### src/rtl/kwoc_pkg.sv
`timescale 1ns / 1ps
`default_nettype none

package kwoc_pkg;

    // Window and counter sizing
    localparam int MAX_K          = 8;
    localparam int COUNT_BITS     = 16;
    localparam int NUM_OPS        = 9;
    localparam int ROW_BITS       = $clog2(MAX_K);
    localparam int FILL_BITS      = $clog2(MAX_K + 1);
    localparam int TOTAL_BITS     = 20;

    // Field widths of the two channels and the length register
    localparam int OP_BITS        = 4;
    localparam int BASE_BITS      = 2;
    localparam int LEN_BITS       = 4;
    localparam int INDEX_BITS     = 16;
    localparam int OUT_TOTAL_BITS = 19;

    // Window length after reset
    localparam logic [LEN_BITS-1:0] LEN_RESET = 4'd6;

    // Step held in the input register
    typedef struct packed {
        logic [OP_BITS-1:0]   op_code;
        logic                 read_move;
        logic [BASE_BITS-1:0] base;
        logic                 base_ok;
    } t_step;

    typedef logic [OUT_TOTAL_BITS-1:0] t_out_total;

    // Result held in the output register
    typedef struct packed {
        logic                  window_full;
        logic [INDEX_BITS-1:0] window_code;
        t_out_total [NUM_OPS-1:0] total;
    } t_result;

endpackage

`default_nettype wire

### src/rtl/kwoc_if.sv
`timescale 1ns / 1ps
`default_nettype none

// Step channel
interface kwoc_in_if import kwoc_pkg::*; ();
    logic                 valid;
    logic                 ready;
    logic [OP_BITS-1:0]   op_code;
    logic                 read_move;
    logic [BASE_BITS-1:0] base;
    logic                 base_ok;

    modport source (output valid, output op_code, output read_move, output base,
                    output base_ok, input ready);
    modport sink   (input valid, input op_code, input read_move, input base,
                    input base_ok, output ready);
endinterface

// Result channel
interface kwoc_out_if import kwoc_pkg::*; ();
    logic                      valid;
    logic                      ready;
    logic                      window_full;
    logic [INDEX_BITS-1:0]     window_code;
    logic [OUT_TOTAL_BITS-1:0] total_0;
    logic [OUT_TOTAL_BITS-1:0] total_1;
    logic [OUT_TOTAL_BITS-1:0] total_2;
    logic [OUT_TOTAL_BITS-1:0] total_3;
    logic [OUT_TOTAL_BITS-1:0] total_4;
    logic [OUT_TOTAL_BITS-1:0] total_5;
    logic [OUT_TOTAL_BITS-1:0] total_6;
    logic [OUT_TOTAL_BITS-1:0] total_7;
    logic [OUT_TOTAL_BITS-1:0] total_8;

    modport source (output valid, output window_full, output window_code,
                    output total_0, output total_1, output total_2, output total_3,
                    output total_4, output total_5, output total_6, output total_7,
                    output total_8, input ready);
    modport sink   (input valid, input window_full, input window_code,
                    input total_0, input total_1, input total_2, input total_3,
                    input total_4, input total_5, input total_6, input total_7,
                    input total_8, output ready);
endinterface

`default_nettype wire

### src/rtl/kmer_window_op_counter_core.sv
`timescale 1ns / 1ps
`default_nettype none
// A step transfer fills the input register; then the window update and result register
// follow in one pass.
// Throughput: one step per cycle unless the result channel stalls; window rows, counters and totals update in parallel.
// Reset (synchronous, active low): empty window, zero totals, window length 6, both
// pipeline registers empty. A length write also empties the window and clears totals.
module kmer_window_op_counter_core import kwoc_pkg::*; (
    input  logic                i_clk,
    input  logic                i_rst_n,
    input  logic                i_cfg_wr_en,
    input  logic [LEN_BITS-1:0] i_cfg_wr_data,
    kwoc_in_if.sink             i_in,
    kwoc_out_if.source          o_out
);

    localparam logic [COUNT_BITS-1:0] COUNT_MAX = {COUNT_BITS{1'b1}};

    logic [LEN_BITS-1:0]   r_len;
    logic                  r_in_valid;
    t_step                 r_in;
    logic [BASE_BITS-1:0]  r_base [MAX_K];
    logic [COUNT_BITS-1:0] r_cnt  [MAX_K][NUM_OPS];
    logic [TOTAL_BITS-1:0] r_tot  [NUM_OPS];
    logic [FILL_BITS-1:0]  r_fill;
    logic                  r_out_valid;
    t_result               r_out;

    logic [FILL_BITS-1:0]  eff_k;
    logic                  advance;
    logic                  do_drop;
    logic                  do_app;
    logic                  op_ok;
    logic [FILL_BITS-1:0]  fill_d;
    logic [FILL_BITS-1:0]  n_fill;
    logic [ROW_BITS-1:0]   newest;
    logic [BASE_BITS-1:0]  n_base [MAX_K];
    logic [COUNT_BITS-1:0] n_cnt  [MAX_K][NUM_OPS];
    logic [TOTAL_BITS-1:0] n_tot  [NUM_OPS];
    logic [INDEX_BITS-1:0] n_index;
    t_result               n_out;

    // Clamp the programmed length to 1..MAX_K
    always_comb begin
        if (r_len == '0) begin
            eff_k = FILL_BITS'(1);
        end else if (FILL_BITS'(r_len) > FILL_BITS'(MAX_K)) begin
            eff_k = FILL_BITS'(MAX_K);
        end else begin
            eff_k = FILL_BITS'(r_len);
        end
    end

    // Advance the input register into the result register when it has room
    assign advance    = r_in_valid && (!r_out_valid || o_out.ready);
    assign i_in.ready = !r_in_valid || advance;

    // Window control for the held step
    always_comb begin
        do_drop = r_in.read_move && (r_fill >= eff_k) && (r_fill != '0);
        fill_d  = r_fill - FILL_BITS'(do_drop);
        do_app  = r_in.read_move && r_in.base_ok && (fill_d < FILL_BITS'(MAX_K));
        n_fill  = fill_d + FILL_BITS'(do_app);
        op_ok   = (r_in.op_code < OP_BITS'(NUM_OPS)) && (n_fill != '0);
        newest  = ROW_BITS'(n_fill - FILL_BITS'(1));
    end

    // Shift, append and count in every row in parallel
    always_comb begin
        logic [BASE_BITS-1:0]  mid_base;
        logic [COUNT_BITS-1:0] mid_cnt;
        logic                  row_app;
        logic                  inc;
        logic                  tot_inc [NUM_OPS];
        for (int j = 0; j < NUM_OPS; j++) begin
            tot_inc[j] = 1'b0;
        end
        for (int i = 0; i < MAX_K; i++) begin
            row_app = do_app && (fill_d == FILL_BITS'(i));
            if (do_drop && (i < MAX_K - 1)) begin
                mid_base = r_base[(i + 1) % MAX_K];
            end else begin
                mid_base = r_base[i];
            end
            n_base[i] = row_app ? r_in.base : mid_base;
            for (int j = 0; j < NUM_OPS; j++) begin
                if (row_app) begin
                    mid_cnt = '0;
                end else if (do_drop && (i < MAX_K - 1)) begin
                    mid_cnt = r_cnt[(i + 1) % MAX_K][j];
                end else begin
                    mid_cnt = r_cnt[i][j];
                end
                inc = op_ok && (newest == ROW_BITS'(i)) &&
                      (r_in.op_code == OP_BITS'(j)) && (mid_cnt != COUNT_MAX);
                n_cnt[i][j] = mid_cnt + COUNT_BITS'(inc);
                tot_inc[j]  = tot_inc[j] | inc;
            end
        end
        // Take the dropped base off the totals and add this step's count
        for (int j = 0; j < NUM_OPS; j++) begin
            n_tot[j] = r_tot[j]
                     - (do_drop ? TOTAL_BITS'(r_cnt[0][j]) : TOTAL_BITS'(0))
                     + TOTAL_BITS'(tot_inc[j]);
        end
    end

    // Build the k-mer index from the updated window, oldest base first
    always_comb begin
        n_index = '0;
        for (int i = 0; i < MAX_K; i++) begin
            if (FILL_BITS'(i) < n_fill) begin
                n_index = {n_index[INDEX_BITS-BASE_BITS-1:0], n_base[i]};
            end
        end
    end

    always_comb begin
        n_out.window_full = (n_fill == eff_k);
        n_out.window_code = n_index;
        for (int j = 0; j < NUM_OPS; j++) begin
            n_out.total[j] = OUT_TOTAL_BITS'(n_tot[j]);
        end
    end

    // Control state, length register and totals
    always_ff @(posedge i_clk) begin
        if (!i_rst_n) begin
            r_len       <= LEN_RESET;
            r_fill      <= '0;
            r_in_valid  <= 1'b0;
            r_out_valid <= 1'b0;
            for (int j = 0; j < NUM_OPS; j++) begin
                r_tot[j] <= '0;
            end
        end else begin
            if (i_in.valid && i_in.ready) begin
                r_in_valid <= 1'b1;
            end else if (advance) begin
                r_in_valid <= 1'b0;
            end
            if (advance) begin
                r_out_valid <= 1'b1;
            end else if (o_out.ready) begin
                r_out_valid <= 1'b0;
            end
            if (i_cfg_wr_en) begin
                r_len  <= i_cfg_wr_data;
                r_fill <= '0;
                for (int j = 0; j < NUM_OPS; j++) begin
                    r_tot[j] <= '0;
                end
            end else if (advance) begin
                r_fill <= n_fill;
                for (int j = 0; j < NUM_OPS; j++) begin
                    r_tot[j] <= n_tot[j];
                end
            end
        end
    end

    // Payload: input step, window rows and result
    always_ff @(posedge i_clk) begin
        if (i_in.valid && i_in.ready) begin
            r_in.op_code   <= i_in.op_code;
            r_in.read_move <= i_in.read_move;
            r_in.base      <= i_in.base;
            r_in.base_ok   <= i_in.base_ok;
        end
        if (advance) begin
            r_out <= n_out;
            for (int i = 0; i < MAX_K; i++) begin
                r_base[i] <= n_base[i];
                for (int j = 0; j < NUM_OPS; j++) begin
                    r_cnt[i][j] <= n_cnt[i][j];
                end
            end
        end
    end

    // Drive the result channel
    assign o_out.valid       = r_out_valid;
    assign o_out.window_full = r_out.window_full;
    assign o_out.window_code = r_out.window_code;
    assign o_out.total_0     = r_out.total[0];
    assign o_out.total_1     = r_out.total[1];
    assign o_out.total_2     = r_out.total[2];
    assign o_out.total_3     = r_out.total[3];
    assign o_out.total_4     = r_out.total[4];
    assign o_out.total_5     = r_out.total[5];
    assign o_out.total_6     = r_out.total[6];
    assign o_out.total_7     = r_out.total[7];
    assign o_out.total_8     = r_out.total[8];

`ifndef SYNTHESIS
    // The window never holds more bases than the effective length
    a_fill_bound: assert property (@(posedge i_clk) disable iff (!i_rst_n)
        r_fill <= eff_k)
        else $error("window fill exceeds length");

    // An append into a window that is not full grows it by one
    a_fill_grow: assert property (@(posedge i_clk) disable iff (!i_rst_n)
        (advance && !i_cfg_wr_en && r_in.read_move && r_in.base_ok && (r_fill < eff_k))
        |=> (r_fill == $past(r_fill) + FILL_BITS'(1)))
        else $error("append did not grow the window");

    // A length write empties the window and clears the totals
    a_cfg_clear: assert property (@(posedge i_clk) disable iff (!i_rst_n)
        i_cfg_wr_en |=> ((r_fill == '0) && (r_tot[0] == '0) && (r_tot[NUM_OPS-1] == '0)))
        else $error("length write did not clear the window");

    // An empty result register never blocks a step transfer
    a_ready_free: assert property (@(posedge i_clk) disable iff (!i_rst_n)
        !r_out_valid |-> i_in.ready)
        else $error("input stalled with empty result register");
`endif

endmodule

`default_nettype wire
### src/flat_wrapper.sv
// flat-port wrapper written by rule: the top's interface ports become plain ports
module kmer_window_op_counter_core_flat import kwoc_pkg::*;
  (i_clk, i_rst_n, i_cfg_wr_en, i_cfg_wr_data, i_in_valid, i_in_op_code, i_in_read_move, i_in_base, i_in_base_ok, i_in_ready, o_out_valid, o_out_window_full, o_out_window_code, o_out_total_0, o_out_total_1, o_out_total_2, o_out_total_3, o_out_total_4, o_out_total_5, o_out_total_6, o_out_total_7, o_out_total_8, o_out_ready);
  kwoc_in_if i_in_i ();
  kwoc_out_if o_out_i ();
  input  logic i_clk;
  input  logic i_rst_n;
  input  logic i_cfg_wr_en;
  input  logic [LEN_BITS-1:0] i_cfg_wr_data;
  input wire logic [$bits(i_in_i.valid)-1:0] i_in_valid;
  input wire logic [$bits(i_in_i.op_code)-1:0] i_in_op_code;
  input wire logic [$bits(i_in_i.read_move)-1:0] i_in_read_move;
  input wire logic [$bits(i_in_i.base)-1:0] i_in_base;
  input wire logic [$bits(i_in_i.base_ok)-1:0] i_in_base_ok;
  output wire logic [$bits(i_in_i.ready)-1:0] i_in_ready;
  output wire logic [$bits(o_out_i.valid)-1:0] o_out_valid;
  output wire logic [$bits(o_out_i.window_full)-1:0] o_out_window_full;
  output wire logic [$bits(o_out_i.window_code)-1:0] o_out_window_code;
  output wire logic [$bits(o_out_i.total_0)-1:0] o_out_total_0;
  output wire logic [$bits(o_out_i.total_1)-1:0] o_out_total_1;
  output wire logic [$bits(o_out_i.total_2)-1:0] o_out_total_2;
  output wire logic [$bits(o_out_i.total_3)-1:0] o_out_total_3;
  output wire logic [$bits(o_out_i.total_4)-1:0] o_out_total_4;
  output wire logic [$bits(o_out_i.total_5)-1:0] o_out_total_5;
  output wire logic [$bits(o_out_i.total_6)-1:0] o_out_total_6;
  output wire logic [$bits(o_out_i.total_7)-1:0] o_out_total_7;
  output wire logic [$bits(o_out_i.total_8)-1:0] o_out_total_8;
  input wire logic [$bits(o_out_i.ready)-1:0] o_out_ready;
  assign i_in_i.valid = i_in_valid;
  assign i_in_i.op_code = i_in_op_code;
  assign i_in_i.read_move = i_in_read_move;
  assign i_in_i.base = i_in_base;
  assign i_in_i.base_ok = i_in_base_ok;
  assign i_in_ready = i_in_i.ready;
  assign o_out_valid = o_out_i.valid;
  assign o_out_window_full = o_out_i.window_full;
  assign o_out_window_code = o_out_i.window_code;
  assign o_out_total_0 = o_out_i.total_0;
  assign o_out_total_1 = o_out_i.total_1;
  assign o_out_total_2 = o_out_i.total_2;
  assign o_out_total_3 = o_out_i.total_3;
  assign o_out_total_4 = o_out_i.total_4;
  assign o_out_total_5 = o_out_i.total_5;
  assign o_out_total_6 = o_out_i.total_6;
  assign o_out_total_7 = o_out_i.total_7;
  assign o_out_total_8 = o_out_i.total_8;
  assign o_out_i.ready = o_out_ready;
  kmer_window_op_counter_core u_core (.i_clk(i_clk), .i_rst_n(i_rst_n), .i_cfg_wr_en(i_cfg_wr_en), .i_cfg_wr_data(i_cfg_wr_data), .i_in(i_in_i), .o_out(o_out_i));
endmodule
### config.mk
export PLATFORM = sky130hd
export DESIGN_NAME = kmer_window_op_counter_core_flat
export DESIGN_NICKNAME = d
export VERILOG_FILES = /design/src/rtl/kwoc_pkg.sv /design/src/rtl/kwoc_if.sv /design/src/rtl/kmer_window_op_counter_core.sv /design/src/flat_wrapper.sv
export SDC_FILE = /design/constraint.sdc
export NUM_CORES = 2
export LEC_CHECK = 0
export ABC_CLOCK_PERIOD_IN_PS = 120500
export BUFFER_PORTS_ARGS = -buffer_cell sky130_fd_sc_hd__buf_2
export CORE_MARGIN = 2
export CORE_UTILIZATION = 66
export DETAILED_ROUTE_END_ITERATION = 8
export HOLD_SLACK_MARGIN = 0.08
export PLACE_DENSITY = 0.83
export SETUP_SLACK_MARGIN = 0.05
export SYNTH_ARGS = -nofsm -noshare
export SYNTH_HDL_FRONTEND = slang
export SYNTH_SLANG_ARGS = --single-unit
### constraint.sdc
create_clock -name i_clk -period 120.5 [get_ports i_clk]
set_input_delay 0 -clock i_clk [delete_from_list [all_inputs] [get_ports i_clk]]
set_output_delay 0 -clock i_clk [all_outputs]
set_load 0.02 [all_outputs]
Yosys cells after proc, flatten, opt, wreduce, memory -nomap -nowiden
Memory sizes are Yosys's and may differ from the RTL's.
Cells that the tools add are included.
{"block": "totals", "regBits": 206, "word_cells": 684, "ram_bits": 1348, "memories": 3, "input_bits": 17}
{"block": "op_classes", "n_eq_ne": 95, "add_sub_neg": 93, "n_reduce_logical": 180, "order_cmp": 12, "mux": 200, "n_bitwise": 82}
{"memory": "u_core.r_cnt", "words": 8, "word_bits": 144, "read_ports": 8, "rd_clocked_by_memory_dff": 0, "write_ports": 8, "line": "kmer_window_op_counter_core.sv:23", "text": "logic [COUNT_BITS-1:0] r_cnt [MAX_K][NUM_OPS];"}
{"memory": "u_core.r_tot", "words": 9, "word_bits": 20, "read_ports": 9, "rd_clocked_by_memory_dff": 0, "write_ports": 9, "line": "kmer_window_op_counter_core.sv:24", "text": "logic [TOTAL_BITS-1:0] r_tot [NUM_OPS];"}
{"memory": "u_core.r_base", "words": 8, "word_bits": 2, "read_ports": 8, "rd_clocked_by_memory_dff": 0, "write_ports": 8, "line": "kmer_window_op_counter_core.sv:22", "text": "logic [BASE_BITS-1:0] r_base [MAX_K];"}
{"cell": "$mux 16", "count": 145}
{"cell": "$add 16x1->16", "count": 72}
{"cell": "$ne 16x16->1 const B", "count": 72}
{"cell": "$mux 20", "count": 18}
{"cell": "$add 20x1->20", "count": 9}
{"cell": "$sub 20x20->20", "count": 9}
{"cell": "$logic_and 1x1->1", "count": 167}
{"cell": "$or 1x1->1", "count": 81}
{"cell": "$eq 4x3->1 const B", "count": 8}
{"cell": "$mux 2", "count": 16}
{"cell": "$eq 4x2->1 const B", "count": 4}
{"cell": "$lt 3x4->1 const A", "count": 4}
{"cell": "$mux 14", "count": 1}
{"cell": "$mux 1", "count": 13}
{"cell": "$eq 3x3->1 const B", "count": 4}
{"cell": "$logic_not 4->1", "count": 3}
{"cell": "$mux 12", "count": 1}
{"cell": "$mux 4", "count": 3}
{"cell": "$mux 10", "count": 1}
{"cell": "$eq 4x1->1 const B", "count": 2}
{"cell": "$lt 1x4->1 const A", "count": 2}
{"cell": "$lt 2x4->1 const A", "count": 2}
{"cell": "$lt 4x4->1 const B", "count": 2}
{"cell": "$mux 8", "count": 1}
{"cell": "other kinds (17)", "count": 22}

Depth between registers and ports, before layout
{"block": "logic_depth", "ltp_word": 24, "mapped_depth": 44, "ltp_nobuf": 33}

Least setup slack after synthesis
No wires, ideal clock.
{"block": "synth_path", "path_type": "flip-flop to flip-flop", "from": "register u_core.r_out_valid (netlist: u_core.o_out.valid)", "to": "register u_core.r_fill[1]", "t_arrival_ps": 71979, "stages_incl_launch_ff": 6, "setup_ps": 294, "period_less_slack_ps": 72273, "setup_slack_ps": 48227, "required_time_ps": 120206, "path_cell_list": "dfxtp_1 > nor2b_1 > nor2b_1 > nor2_1 > inv_1 > o22ai_1"}
{"block": "synth_between", "elab_chain_len": 3}
{"item": "start: declaration", "line": "kmer_window_op_counter_core.sv:26", "text": "logic r_out_valid;"}
{"item": "start signal: assignment", "line": "kmer_window_op_counter_core.sv:132", "text": "r_out_valid <= 1'b0;"}
{"item": "start signal: assignment", "line": "kmer_window_op_counter_core.sv:143", "text": "r_out_valid <= 1'b1;"}
{"item": "start signal: assignment", "line": "kmer_window_op_counter_core.sv:145", "text": "r_out_valid <= 1'b0;"}
{"item": "$logic_not 1->1", "line": "kmer_window_op_counter_core.sv:55", "text": "assign advance = r_in_valid && (!r_out_valid || o_out.ready);"}
{"item": "$logic_or 1x1->1", "line": "kmer_window_op_counter_core.sv:55"}
{"item": "$logic_and 1x1->1", "line": "kmer_window_op_counter_core.sv:55"}
{"item": "net u_core.advance", "line": "kmer_window_op_counter_core.sv:30", "text": "logic advance;"}
{"item": "end signal: assignment", "line": "kmer_window_op_counter_core.sv:154", "text": "r_fill <= n_fill;"}
{"item": "end: declaration", "line": "kmer_window_op_counter_core.sv:25", "text": "logic [FILL_BITS-1:0] r_fill;"}
The timed path passes the listed nets, and every way through them passes these cells.
A chain may end at the register's enable or synchronous reset.

==> metrics.txt <==
status finished, final reports clean; RSZ-0062 raised after global routing no; vias in the first global route 81700; fin crit share 9.56%; drt via density 6.62; clk_lat worst skew 0.83 ns; WL per Instance 22.1 µm; Post-Syn Nets 11400; CP delay by family, top simple AND/OR/NAND/NOR gates; CTS Buf Count 167; first-pass GRT wire length 446000 µm; Setup Viol. Count Final 0; Synth async-reset ratio 0%; FP Rows 145; Overall Power 1.34 mW; die area 160000 µm²; Max VDD drop 0.0142 mV; Yosys Warn Count 0; Worst Skew 0.0310 ns; Max Clock Freq 0.0868 GHz; commonest non-fill, non-tap cells in the layout nand2_1, edfxtp_1, nor2_1, a21oi_1, nand3_1; Worst path slowest cell nand4_1; hpwl dp 196000 µm; register bit total from synthesis 1545; GRT overflow 0; share of cells above drive strength 1 6.47%; Max Slew Vio Count 0; post-synthesis sequential area ratio 44.8%; setup TNS 0 ns; Hold EP u_core.r_in[0]; Post-synth top flop edfxtp_1; worst rel slew slack 8.42%; Util after Layout 71.5%; Crit. End Element flop; cell leakage power 41.8 nW; pin count of the biggest net entering global routing 185; Tmin final 11.52 ns; Port Buf Inserts 206; synth-to-layout area growth 7.69%; Worst path max stage delay 1.01 ns; clock sinks 1545; worst hold path type primary input to flop; pre-CTS setup slack 109.38 ns; Worst Setup Start Kind flop; Filler cells 10800; worst slew pin tran 1.36 ns; Starting Density 66.4%; RR Endpoint u_core.r_tot[0][18]; CTS tree built; Initial DRT Pass Iterations 9; CTS HTree Levels 4; number of synthesized flops with an enable pin 1535; FF-to-FF Start u_core.r_len[1]; CP most frequent cell nor2_1; hold depth 3; syn avg cell area 9.50 µm²; Post-CTS Setup Bufs 0; maximum clock path buffer count 3; arrival time at the worst endpoint 12.10 ns; setup ws final 108.98 ns; final wirelength 288000 µm; worst path bufs/invs 4; Setup CP Type flop to flop; Die Height 400 µm; ANT nets after route 0; highest net fanout along the worst path 108; mapped cell area 103000 µm²; clk root buf clkbuf_16; Iter 0 DRT Violations 11600; final hold violation count 0; PD cells 12.0 nW/µm²; fin nets 11300; startpoint of the worst hold path i_in_valid; commonest non-fill, non-tap cell in the layout nand2_1; r2r setup slk 108.98 ns; CTS clk-pin slew, worst paths 0.06 ns; initial antenna violation count 6; gr usage total 34.8%; DIE WIDTH 400 µm; vias post-DR 86300; DR DRC count 0; Max Cap Viol 0; synthesized instance count 10900; reg2reg path depth 32; Min Hold Slack 0.370 ns; critical path data required time 121.08 ns; I/O pins 207; core box area 156000 µm²; routability cong. 0.975; Yosys cell types 97
synth_stat cells, types with 22 or more instances:
cell type,instances,area (µm²)
nand2_1,1843,6920
edfxtp_1,1535,46100
nor2_1,1096,4110
a21oi_1,639,3200
nand3_1,613,3070
xor2_1,567,4970
mux2i_1,558,5590
xnor2_1,554,4850
ha_1,458,5730
clkbuf_1,232,871
and2_1,230,1440
nor3_1,229,1150
o21ai_0,229,1150
nand4_1,224,1400
buf_2,182,911
and3_1,160,1000
a31oi_1,147,920
inv_1,145,544
nor4_1,121,757
buf_1,96,360
a21o_1,79,593
a211oi_1,74,556
or3_1,71,444
nor2b_1,57,357
nand2b_1,47,294
o21a_1,44,330
or2_2,41,257
a41oi_1,40,350
nor3b_1,37,278
mux2_2,30,338
o22ai_1,30,188
o211ai_1,29,218
o31ai_1,29,218
or4_1,27,203
and4_1,25,219
nor4b_1,24,210
buf_4,23,173
nand3b_1,22,165
repair_timing:
action | 4_1_cts | 5_1_grt
gates resized for setup | 0 | 0
hold buffers | 36 | 0
endpoints found under the hold margin | 24 | 0
worst min-delay path: stages:
cell and delay [ns]:
dlygate4sd3_1 0.54, buf_2 0.13, and2_1 0.28
where the power goes:
part           total, mW  leakage [nW]  internal, mW  switching, mW
sequential         0.660          14.8         0.632         0.0279
clock              0.514          2.62         0.297          0.217
combinational      0.168          24.4        0.0637          0.105
per-layer routing:
layer / wire length (µm) / track usage [%] / up-vias
met5: 29 / 0 / -
met4: 14300 / 17.1 / 4
met3: 31100 / 5.90 / 823
met2: 129000 / 53.8 / 5174
met1: 113000 / 47.6 / 41100
li1: - / - / 39200
flip-flops by register name (all words and copies together) (netlist names), 8 cells and up:
| register | cells |
|---|---|
| u_core.r_cnt | 1152 |
| u_core.r_tot | 171 |
| u_core.o_out.total_0 | 19 |
| u_core.o_out.total_1 | 19 |
| u_core.o_out.total_2 | 19 |
| u_core.o_out.total_3 | 19 |
| u_core.o_out.total_4 | 19 |
| u_core.o_out.total_5 | 19 |
| u_core.o_out.total_6 | 19 |
| u_core.o_out.total_7 | 19 |
| u_core.o_out.total_8 | 19 |
| u_core.o_out.window_code | 16 |
| u_core.r_base | 16 |
| u_core.r_in | 8 |
final cells by class:
| type | count | area, µm² | share of cell area, % |
|---|---|---|---|
| Timing Repair Buffer | 363 | 2410 | 2.17 |
| Clock inverter | 91 | 893 | 0.802 |
| Inverter | 146 | 563 | 0.505 |
| Antenna cell | 3 | 7.51 | 0.00674 |
| Sequential cell | 1545 | 46300 | 41.6 |
| Multi-Input combinational cell | 8638 | 54200 | 48.7 |
| Tap cell | 2058 | 2570 | 2.31 |
| Clock buffer | 201 | 4430 | 3.98 |
logic make-up (layout without fill, tap and decap cells):
logic type / Yosys count / count (layout) / share of synthesized area [%]
other: 0 / 3 / 0
XOR/XNOR: 1121 / 1121 / 9.49
AO/OA/AOI/OAI: 1520 / 1520 / 9.02
multiplexers: 589 / 589 / 5.75
buffers and inverters: 700 / 801 / 2.99
adder cells (fa/ha/maj): 467 / 467 / 5.71
AND/OR/NAND/NOR: 4941 / 4941 / 22.3
flip-flops: 1545 / 1545 / 44.8
through the flow:
step	cell area (µm²)	std cells
after global placement	106000	12700
after global routing	111000	13000
after CTS	111000	13000
final	111000	13000
after detailed placement	106000	12700
after floorplan	103000	10900
how the worst max path moves through the flow:
stage,from,to,slack (ns),cells past startpoint
after global placement,u_core.r_len[2],u_core.r_tot[0][178],109.63,33
after global routing,u_core.r_len[1],u_core.r_tot[0][178],108.49,33
after detailed placement,u_core.r_len[2],u_core.r_tot[0][178],109.38,33
after CTS,u_core.r_len[1],u_core.r_tot[0][178],109.38,33
after floorplan,u_core.o_out.valid,u_core.r_fill[1],48.23,5
final,u_core.r_len[1],u_core.r_tot[0][18],108.98,32
No activity file was read; power rests on OpenSTA's default activity.
